`src/rtl/imf_pkg.sv`:
```
// Shared types and constants for the mask or median image filter.
`timescale 1ns / 1ps

package imf_pkg;

    localparam int PIX_W      = 16;
    localparam int ROW_W      = 12;
    localparam int COL_W      = 10;
    localparam int STAT_W     = 2;
    localparam int IDX_W      = 6;
    localparam int IW_W       = 11;
    localparam int IH_W       = 13;
    localparam int MSK_W      = 3;
    localparam int MAX_HEIGHT = 4096;
    localparam int CFG_AW     = 5;

    typedef logic signed [PIX_W-1:0] t_pix;

    typedef struct packed {
        logic             kind;
        t_pix             pixel;
        logic [IDX_W-1:0] coef_index;
        t_pix             coef_value;
    } t_in_item;

    typedef struct packed {
        t_pix              value;
        logic [ROW_W-1:0]  center_row;
        logic [COL_W-1:0]  center_col;
        logic [STAT_W-1:0] status;
    } t_out_item;

    typedef struct packed {
        logic take_next;
        logic take_load;
        logic load_tag;
        logic tag_val;
    } t_cell_ctrl;

    localparam logic [STAT_W-1:0] ST_OK   = 2'd0;
    localparam logic [STAT_W-1:0] ST_EVEN = 2'd1;
    localparam logic [STAT_W-1:0] ST_BIG  = 2'd2;

    localparam logic KIND_PIXEL = 1'b0;
    localparam logic KIND_COEF  = 1'b1;

    localparam logic [2:0] REG_IMG_W  = 3'd0;
    localparam logic [2:0] REG_IMG_H  = 3'd1;
    localparam logic [2:0] REG_MSK_W  = 3'd2;
    localparam logic [2:0] REG_MSK_H  = 3'd3;
    localparam logic [2:0] REG_MEDIAN = 3'd4;

endpackage

```
`src/rtl/imf_cell.sv`:
```
// One window cell: holds a pixel and a mask tag, and hands them to its neighbor.
`timescale 1ns / 1ps

module imf_cell (
    input  logic               i_clk,
    input  logic               i_rst_n,
    input  imf_pkg::t_cell_ctrl i_ctrl,
    input  imf_pkg::t_pix      i_next_val,
    input  logic               i_next_tag,
    input  imf_pkg::t_pix      i_load_val,
    input  imf_pkg::t_pix      i_cand,
    output imf_pkg::t_pix      o_val,
    output logic               o_tag,
    output logic               o_lt,
    output logic               o_eq
);
    import imf_pkg::*;

    t_pix r_val;
    logic r_tag;

    always_ff @(posedge i_clk) begin
        if (!i_rst_n) begin
            r_val <= '0;
            r_tag <= 1'b0;
        end else begin
            if (i_ctrl.take_next) begin
                r_val <= i_next_val;
            end else if (i_ctrl.take_load) begin
                r_val <= i_load_val;
            end
            if (i_ctrl.load_tag) begin
                r_tag <= i_ctrl.tag_val;
            end else if (i_ctrl.take_next) begin
                r_tag <= i_next_tag;
            end
        end
    end

    assign o_val = r_val;
    assign o_tag = r_tag;
    assign o_lt  = r_tag && (r_val < i_cand);
    assign o_eq  = r_tag && (r_val == i_cand);

endmodule

```
`config.mk`:
```
export PLATFORM = sky130hd
export DESIGN_NAME = imf_cell
export DESIGN_NICKNAME = d
export VERILOG_FILES = /design/src/rtl/imf_pkg.sv /design/src/rtl/imf_cell.sv
export SDC_FILE = /design/constraint.sdc
export NUM_CORES = 1
export LEC_CHECK = 0
export ABC_AREA = 1
export CAP_MARGIN = 10
export CORE_UTILIZATION = 40
export CTS_BUF_LIST = sky130_fd_sc_hd__clkbuf_4 sky130_fd_sc_hd__clkbuf_8
export CTS_CLUSTER_SIZE = 12
export DETAILED_ROUTE_END_ITERATION = 6
export DONT_BUFFER_PORTS = 1
export PLACE_DENSITY = 0.52
export SLEW_MARGIN = 20
export SYNTH_ARGS = -nofsm -noshare
export SYNTH_HDL_FRONTEND = slang
export SYNTH_SLANG_ARGS = --single-unit
```
`constraint.sdc`:
```
create_clock -name i_clk -period 1.92 [get_ports i_clk]
set_input_delay 0.384 -clock i_clk [delete_from_list [all_inputs] [get_ports i_clk]]
set_output_delay 0.384 -clock i_clk [all_outputs]
set_load 0.02 [all_outputs]
```
Yosys cells after proc, flatten, opt, wreduce, memory -nomap -nowiden:

Index checks and enable logic that the tools add are counted.

* equality and inequality tests: 1
* reductions and logical operators: 4
* magnitude comparators: 1
* mux-type cells: 4

Operator list (number)
* $mux 16: 2
* $eq 16x16->1: 1
* $lt 16x16->1: 1
* $reduce_bool 2->1: 2
* $logic_and 1x1->1: 2
* $mux 1: 2

* register bits after elaboration: 17
* logic and storage cells: 12
* output and inout port bits: 19
* bits of input ports: 55

Depth between registers and ports, before layout:

* depth in word-level cells: 2
* mapped depth: 13
* gate-level depth less buffers: 13

Worst setup path before layout:

OpenSTA, ideal clock, no wires.

* path kind: input -> output
* start: in i_cand[15]
* end: out o_eq
* required time: 1536 ps
* path slack: 13 ps
* stages on the path: 6
* data arrival time: 1523 ps
* cell sequence: inv_1 -> ha_1 -> nand2_1 -> nor3_1 -> nand2_1 -> nor3_1

* word-level cells in the longest chain between the ends: 2

Ends and longest elaborated chain
* start, declared: RTL line imf_cell.sv:11 `input imf_pkg::t_pix i_cand,`
* $eq 16x16->1: RTL line imf_cell.sv:43 `assign o_eq = r_tag && (r_val == i_cand);`
* $logic_and 1x1->1: RTL line imf_cell.sv:43
* end, declared: RTL line imf_cell.sv:15 `output logic o_eq`

Every way passes these cells.

Worst setup path in the final report:

* start: reg r_val[11] (netlist: o_val[11])
* end: out o_lt

* word-level cells in the longest chain between the ends: 2

Ends and longest elaborated chain
* start, declared: RTL line imf_cell.sv:19 `t_pix r_val;`
* start signal, assigned: RTL line imf_cell.sv:28 `r_val <= i_next_val;`
* start signal, assigned: RTL line imf_cell.sv:30 `r_val <= i_load_val;`
* $lt 16x16->1: RTL line imf_cell.sv:42 `assign o_lt = r_tag && (r_val < i_cand);`
* $logic_and 1x1->1: RTL line imf_cell.sv:42
* end, declared: RTL line imf_cell.sv:14 `output logic o_lt,`

Every way passes these cells.

==> qor.txt <==
Failing checks - negative setup slack
Critical Path RT - 1.54 ns
H-tree levels - 1
Hold Fails Final Rpt - 0
Synth Area per Inst - 6.38 um2
Initial Util - 0.431
CTS tree - yes
Pre-antenna DRT Iters - 4
Port bufs - 0
VDD IR max - 226 uV
Core footprint - 3100 um2
Outcome - complete, but fails checks
Netlist cell types - 18
Worst Path Buf+Inv - 2
Final setup TNS - -0.292 ns
Slowest stage delay, CP - 0.36 ns
Most common cell after layout, fill and taps aside - inv_1
RD Place Congestion - 0.730
Setup CP Type - register to primary output
Critical Path End Type - primary output
Final std cells w/o fill - 272
Routed Antenna Nets - 0
Layout cells sized above 1 - 0.237
HPWL after detailed placement - 2400 um
Slew Limit Fails - 0
Iter 0 DRT Violations - 28
Area share of and/or/nand/nor cells after synthesis - 0.242
Post-Syn Instances - 210
Final worst path period share - 1.08
RSZ-0062 raised after global routing - true
Max Cap Viol - 0
I/O Pins - 74
Cell Chain, Critical Path - ha_4 -> buf_4 -> a21oi_2 -> nand2_1 -> a21oi_2 -> nand3_1 -> nand2_1 -> nor2_1 -> buf_4
Total Power - 0.000865 W
Filler cell count - 320
Sequential element share of the synthesized area - 0.254
Vias/cell - 4.79
Die height - 59.9 um
Worst Path Max Fanout - 2
Multiplexer share of the synthesized area - 0
Worst-Skew Late Latency - 0.28 ns
# setup viols final - 2
CP max-delay cell - dfxtp_2
Max frequency - 481 MHz
Critical path arrival - 1.70 ns
Die Area - 3580 um2
Post-synth net total - 281
Routed vias - 1303
GR Overflow Total - 0
Fin crit period - 2.08 ns
Final net count - 300
Flops & latches, synth - 17
TritonCTS buffer count - 3
Die W - 59.9 um
Synth-to-layout area growth - 24.6%
Post-synthesis adder-cell area fraction - 0.150
Final WS setup - -0.161 ns
Post-Syn Area - 1340 um2
Max_slew headroom - 0.548
Util after Layout - 0.538
CTS clk-pin slew, worst paths - 0.10 ns
DR WL/cell - 11.6 um
Leak pwr - 0.909 nW
Largest net degree at the start of global routing - 27
Yosys warning count - 0
Worst clock skew - 0 ns
FP Rows - 20
Clock Sinks - 17
Drt total wl - 3150 um
CTS Root Cell - clkbuf_4
Largest family of logic cells by synthesized area - simple AND/OR/NAND/NOR gates
Nature of the critical path startpoint - register
DRC viols - 0
Most frequent cells in the layout - inv_1, nand2_1, buf_4
GRT Resource Usage Total - 0.183
Initial antenna violation count - 0
Post-Synth XOR/XNOR Area - 0
Pwr dens - 518 nW/um2
Synth Area in Compound Gates - 0.155
Least-Margin Pin Slew - 0.678 ns
Crit path max-delay family - flip-flops
Hold Crit Class - input port to register
CTS Buffer Depth - 2
First-pass GRT wire length - 4890 um
Finished layout cell area - 1670 um2
Dpl cells - 266
ANT cells - 0
DP Area - 1490 um2
Vias in the first global route - 1130
==> power breakdown <==
group	switching [W]	internal (W)	leakage, nW
registers	0.0000198	0.000378	0.143
logic	0.000146	0.000119	0.748
clock network	0.000107	0.0000947	0.0184
total	0.000273	0.000592	0.909
==> final timing paths <==
path / slack (ns) / end / cells past startpoint / from
hold reg to reg: 0.61 / o_val[0] / 4 / o_val[0]
setup / recovery: -0.16 / o_lt / 9 / o_val[11]
hold / removal: 0.20 / o_val[12] / 2 / i_rst_n
setup reg to reg: 1.01 / o_val[9] / 5 / o_val[9]
==> timing repair <==
action,CTS,global route
setup endpoints to repair,2,2
buffers inserted,1,1
pin swaps,3,6
hold buffers,0,0
gates resized for setup,9,17
==> Yosys cell counts <==
cell type,n,area share
or2_1,1,0.0047
o211ai_1,7,0.039
nand4_1,1,0.0047
buf_2,3,0.011
ha_1,16,0.15
nand2_1,52,0.15
a21oi_1,7,0.026
o21ai_0,15,0.056
nor2_1,11,0.031
a21o_1,1,0.0056
clkbuf_1,2,0.0056
nor3_1,2,0.0075
buf_6,3,0.025
clkinv_1,1,0.0028
o211ai_2,3,0.028
dfxtp_1,17,0.25
nand3_1,13,0.049
inv_1,55,0.15
==> flip-flops by register name, summed over array words and instances, names as in the netlist <==
name   cells
o_val     16
o_tag      1
==> per-stage QoR <==
stage	hold WS [ns]	worst slack, ns
2_1_floorplan	0.509	0.0130
3_3_place_gp	0.485	-0.0994
3_5_place_dp	0.490	-0.0854
4_1_cts	0.178	-0.225
5_1_grt	0.175	-0.312
6_report	0.198	-0.161
==> routing by layer <==
metal,global-route usage,vias up,routed length [um]
met3,0.0541,2,215
met5,0,-,0
met1,0.215,574,1350
met2,0.314,44,1560
li1,-,683,-
met4,0.0631,0,17
==> cell type report <==
type	instances	area (um2)	share of cell area
well taps	44	55.1	0.0330
clock buffers	4	30.0	0.0180
flip-flops and latches	17	348	0.209
inverters	56	210	0.126
multi-input cells	129	860	0.515
repair buffers	22	165	0.0990
==> cell families after synthesis <==
family,after synthesis
adders and majority gates,16
and+or+nand+nor,80
DFF,17
AOI/OAI and AO/OA,33
buffers and inverters,64
(Power assumes the default switching activity.)
