<file path="config.mk">
export PLATFORM = sky130hd
export DESIGN_NAME = imf_div
export DESIGN_NICKNAME = d
export VERILOG_FILES = /design/src/rtl/imf_div.sv
export SDC_FILE = /design/constraint.sdc
export NUM_CORES = 1
export LEC_CHECK = 0
export BUFFER_PORTS_ARGS = -buffer_cell sky130_fd_sc_hd__buf_2
export CAP_MARGIN = 5
export CORE_UTILIZATION = 23
export DETAILED_ROUTE_END_ITERATION = 10
export PLACE_DENSITY = 0.41
export SYNTH_ARGS = -nofsm -noshare
export SYNTH_HDL_FRONTEND = slang
export SYNTH_SLANG_ARGS = --single-unit
export TNS_END_PERCENT = 20
</file>
<file path="constraint.sdc">
create_clock -name i_clk -period 7.2 [get_ports i_clk]
set_input_delay 1.08 -clock i_clk [delete_from_list [all_inputs] [get_ports i_clk]]
set_output_delay 1.08 -clock i_clk [all_outputs]
set_load 0.1 [all_outputs]
</file>
<file path="src/rtl/imf_div.sv">
// Restoring divider that produces one quotient bit per cycle.
`timescale 1ns / 1ps

module imf_div #(
    parameter int DW = 38,
    parameter int VW = 22
) (
    input  logic          i_clk,
    input  logic          i_rst_n,
    input  logic          i_start,
    input  logic [DW-1:0] i_dividend,
    input  logic [VW-1:0] i_divisor,
    output logic          o_done,
    output logic [DW-1:0] o_quot
);
    localparam int CNT_W = $clog2(DW + 1);

    logic [VW-1:0]    r_rem;
    logic [DW-1:0]    r_quo;
    logic [VW-1:0]    r_dvs;
    logic [CNT_W-1:0] r_cnt;
    logic             r_busy;
    logic             r_done;
    logic [VW:0]      n_trial;
    logic             n_bit;

    always_comb begin
        n_trial = {r_rem, r_quo[DW-1]};
        n_bit   = (n_trial >= {1'b0, r_dvs});
    end

    always_ff @(posedge i_clk) begin
        if (!i_rst_n) begin
            r_busy <= 1'b0;
            r_done <= 1'b0;
            r_cnt  <= '0;
        end else begin
            r_done <= 1'b0;
            if (i_start) begin
                r_busy <= 1'b1;
                r_cnt  <= CNT_W'(DW);
            end else if (r_busy) begin
                r_cnt <= r_cnt - 1'b1;
                if (r_cnt == CNT_W'(1)) begin
                    r_busy <= 1'b0;
                    r_done <= 1'b1;
                end
            end
        end
    end

    always_ff @(posedge i_clk) begin
        if (i_start) begin
            r_rem <= '0;
            r_quo <= i_dividend;
            r_dvs <= i_divisor;
        end else if (r_busy) begin
            r_rem <= n_bit ? VW'(n_trial - {1'b0, r_dvs}) : VW'(n_trial);
            r_quo <= {r_quo[DW-2:0], n_bit};
        end
    end

    assign o_done = r_done;
    assign o_quot = r_quo;

endmodule
</file>
==> Word level (Yosys, flattened, before mapping) <==
Cells that the tools add are included.
{ "word_totals": {"elab_cells": 25, "out_inout_bits": 39, "ff_bits": 90, "ramBits": 0, "inputBits": 63, "mem_count": 0, "romBits": 0, "latchBits": 0} }
{ "op_classes": {"n_shift": 0, "n_mux": 9, "n_lt_le_gt_ge": 1, "eq_ne": 1, "n_mul": 0, "n_reduce_logical": 3, "n_div": 0, "addsub": 2, "bitwise_logic": 2} }
{ "ops": {"columns": ["operator", "n"], "rows": [
  ["38-bit two-way mux", 2],
  ["23-bit by 22-bit greater-or-equal comparator with 1-bit output", 1],
  ["22-bit two-way mux", 1],
  ["22-bit subtractor", 1],
  ["6-bit two-way mux", 2],
  ["6-bit by 1-bit == test with 1-bit output, second input constant", 1],
  ["6-bit by 1-bit subtractor with 6-bit output, second input constant", 1],
  ["1-bit two-way mux", 4],
  ["3-bit OR reduction", 1],
  ["1-bit inverter", 2],
  ["2-bit nonzero test", 1],
  ["2-bit OR reduction", 1]
]} }

==> Logic depth before layout (Yosys ltp) <==
{ "depth": {"ltp_word": 4, "mapped_depth": 11, "mapped_depth_nobuf": 11} }

==> Worst setup path before layout <==
No wires, ideal clock.
{ "synth_path": {"path_kind": "reg2reg", "start": "register r_quo[37], in the netlist o_quot[37]", "end": "register r_rem[20]", "path_slack_ns": 4.176, "synth_period_minus_slack_ns": 3.024, "path_stages_with_launch": 12, "setup_ns": 0.091, "required_ns": 7.109, "path_buffers": 0, "arrival_time_ns": 2.933, "cell_sequence": "edfxtp_1 inv_1 ha_1 inv_1 fa_1 a211oi_1 o21bai_1 nand4_1 nand4_1 a221oi_1 nand3_1 a311oi_1"} }
{ "synth_between": {"elab_chain_cells": 2, "word_cells_on_any_way": 3, "cone_classes": "add/sub: 1; order compare: 1; mux: 1"} }
{ "synth_lines": {"columns": ["item", "line_no", "text"], "rows": [
  ["from (decl)", "19", "logic [DW-1:0] r_quo;"],
  ["from (signal assigned)", "55", "r_quo <= i_dividend;"],
  ["from (signal assigned)", "59", "r_quo <= {r_quo[DW-2:0], n_bit};"],
  ["22-bit subtractor or 23-bit by 22-bit greater-or-equal comparator with 1-bit output (tied branches)", "58, 29", null],
  ["22-bit two-way mux (*)", "58", "r_rem <= n_bit ? VW'(n_trial - {1'b0, r_dvs}) : VW'(n_trial);"],
  ["to (signal assigned)", "58", null],
  ["to (decl)", "18", "logic [VW-1:0] r_rem;"]
]} }
Mark *: on every way between the ends. The rest lies on a longest branch, timed or not.
A chain may end at the register's enable or synchronous reset.

==> Worst setup path after layout <==
Ends and elaborated chain as after synthesis.

==> key figures <==
Status
  • Status: finished, final reports clean

Drt
  • Avg WL per Cell: 14.0 µm
  • Drt drc: 0
  • Final Routed Wirelength: 11400 µm
  • Detail Route Antenna Nets: 0
  • First-pass iteration count of the detailed router: 4
  • Vias/cell: 4.47
  • DRT iter0 DRCs: 169
  • Via count: 3623

STA
  • Fmax: 0.328 GHz
  • Post-layout min period: 3050 ps
  • Hold Fails Final Rpt: 0
  • Worst Tran Pin Value: 843 ps
  • Setup TNS: 0 ps
  • Worst-case clock skew: 11.9 ps
  • Slew HR: 0.438
  • Fin crit share: 0.424
  • RSZ-0062 raised after global routing: false
  • Setup Viol. Count Final: 0
  • Max Slew Vio Count: 0
  • Hold WS: 473 ps

Critical path
  • FF-to-FF setup slack: 4150 ps
  • CP startpoint kind: flip-flop
  • Critical path's slowest cell: a221oi_1
  • Crit-path leading delay family: compound AO/OA/AOI/OAI gates
  • Crit-path cells: inv_1 > ha_1 > inv_1 > fa_1 > a211oi_1 > o21bai_1 > nand4_1 > nand4_1 > a221oi_1 > nand3_1 > a311oi_1
  • CP Capture Type: flip-flop
  • Maximum fanout along the worst path: 3
  • Worst R2R Path Depth: 11
  • Buf/Inv on CP: 2
  • Worst Path Class, Setup: reg -> reg
  • CP max stage delay: 460 ps
  • Crit path DAT: 3310 ps
  • Reg-to-reg endpoint: r_rem[20]
  • Worst EP required: 7460 ps
  • RR Startpoint: o_quot[37]

Logic synthesis
  • Mapped Cells: 438
  • Synth area leaders: edfxtp_1 37%, dfxtp_1 12%, mux2_2 8.8%
  • Area of the mapped netlist: 4860 µm²
  • EDFF count, synth: 60
  • Net Count, Synth: 526
  • Synth Warn #: 0
  • Async set-reset flop share out of synthesis: 0
  • Synth unique cells: 60
  • Synth area leader: edfxtp_1
  • Area share of the largest cell type after synthesis: 0.371
  • Seq/Total Area, Yosys: 0.494
  • Avg Synthesized Cell Area: 11.1 µm²
  • Most used flip-flop cell after synthesis: edfxtp_1
  • Yosys reg bits: 90

Die
  • Core area: 20500 µm²
  • Std cell rows: 52
  • # IOs: 102
  • Die X: 147 µm
  • Chip height: 147 µm
  • Die ar.: 21700 µm²
  • Starting Density: 0.237

Placement
  • Routability cong.: 0.736
  • Placed wire-length estimate: 7900 µm
  • Input/output buffers: 101

Layout
  • Commonest non-fill, non-tap cell in the layout: buf_2
  • Layout cells sized above 1: 0.325
  • Number of fillers in the final layout: 2154
  • Diode count: 0
  • Most frequent cells in the layout: 100 x buf_2, 60 x edfxtp_1, 44 x nand2_1
  • Layout area overhead: 22.5%
  • Net count, final: 624
  • Final design utilization: 0.291

GRT
  • Total GRT Usage: 0.111
  • Global route overflow: 0
  • Global route hottest layer: met2
  • Antenna violations before repair: 0
  • Vias in the first global route: 3796
  • Met2 Use GR: 0.177
  • GR Util met1: 0.143
  • Met3 usage: 0.0358
  • First-pass GRT wire length: 19200 µm
  • Pin count of the biggest net entering global routing: 56

Clock tree
  • Worst-path clk slew: 70 ps
  • H-Tree Depth: 3
  • Buffer count from post-CTS setup fixing: 0
  • Worst-case clock buffer depth: 2
  • Total CTS buffers: 9
  • CTS sink cnt: 90
  • Hold-fix buffers, CTS: 0
  • TritonCTS clock tree: yes
  • Root buf cell: clkbuf_16
  • Post-CTS resize count: 0
  • Clock Latency Late Sink: 350 ps

Min path
  • Worst Hold Depth: 1
  • Worst hold endpoint: r_rem[21]
  • Hold crit path type: reg -> reg
  • Worst Min Path Start: r_rem[21]

Power
  • Peak VDD IR: 0.143 mV
  • Leak: 2.41 nW
  • Power Density: 270 nW/µm²

Run
  • Max Cap Viol: 0
-- how the worst max path moves through the flow --
| stage | from | end | slack, ps | cells past startpoint |
|---|---|---|---|---|
| global route | o_quot[37] | r_rem[20] | 3880 | 11 |
| finish | o_quot[37] | r_rem[20] | 4150 | 11 |
| global placement | i_start | o_quot[5] | 3960 | 5 |
| CTS | o_quot[37] | r_rem[20] | 4120 | 11 |
| floorplan | o_quot[37] | r_rem[20] | 4180 | 11 |
| detailed placement | i_start | o_quot[15] | 3910 | 5 |
-- through the flow --
stage	total power [W]	std cells	area (µm²)	worst slack (ps)
after floorplan	0.00103	438	4860	4180
after global placement	0.00112	795	5650	3960
after detailed placement	0.00112	795	5650	3910
after CTS	0.00163	811	5960	4120
after global routing	0.00169	811	5960	3880
final	0.00161	811	5960	4150
-- metal layers --
metal  up-vias  wire [µm]
met2        79       5140
met1      1710       5490
li1       1823          -
met4         0        102
met5         -          0
met3        11        650
-- synthesized netlist by cell type, drive strengths merged (6+ instances only) --
| cell | n |
|---|---|
| inv | 35 |
| a311oi | 18 |
| buf | 8 |
| nand3 | 11 |
| o21ai | 9 |
| o21a | 6 |
| mux2 | 38 |
| xnor2 | 11 |
| clkbuf | 9 |
| nor2 | 33 |
| dfxtp | 30 |
| edfxtp | 60 |
| nand4 | 6 |
| a21oi | 22 |
| nand2 | 44 |
| nor3 | 6 |
| ha | 24 |
-- layout make-up --
class                           count  area [µm²]  share of cell area
Clock buffer                        9         225              0.0378
Clock inverter                      7        83.8              0.0141
Inverter                           36         135              0.0227
Multi-Input combinational cell    295        2240               0.376
Sequential cell                    90        2400               0.403
Tap cell                          270         338              0.0567
Timing Repair Buffer              104         531              0.0891
-- flip-flops by register name, indices dropped and copies added, names as in the netlist --
register,count
o_quot,38
r_dvs,22
r_rem,22
r_cnt,6
o_done,1
r_busy,1
-- power by group --
part	switching, W	internal, W
logic	0.000344	0.000134
registers	0.0000269	0.000607
clock network	0.000221	0.000277
total	0.000592	0.00102
-- cells by family after synthesis --
kind of cell,count (synthesis),share of synthesized area
and+or+nand+nor,122,0.118
AOI/OAI and AO/OA,96,0.164
DFF,90,0.494
buffers and inverters,53,0.0445
muxes,38,0.0880
adders and majority gates,25,0.0659
xor gates and xnor gates,14,0.0252
Note: power is estimated with default switching activity, not from simulation.
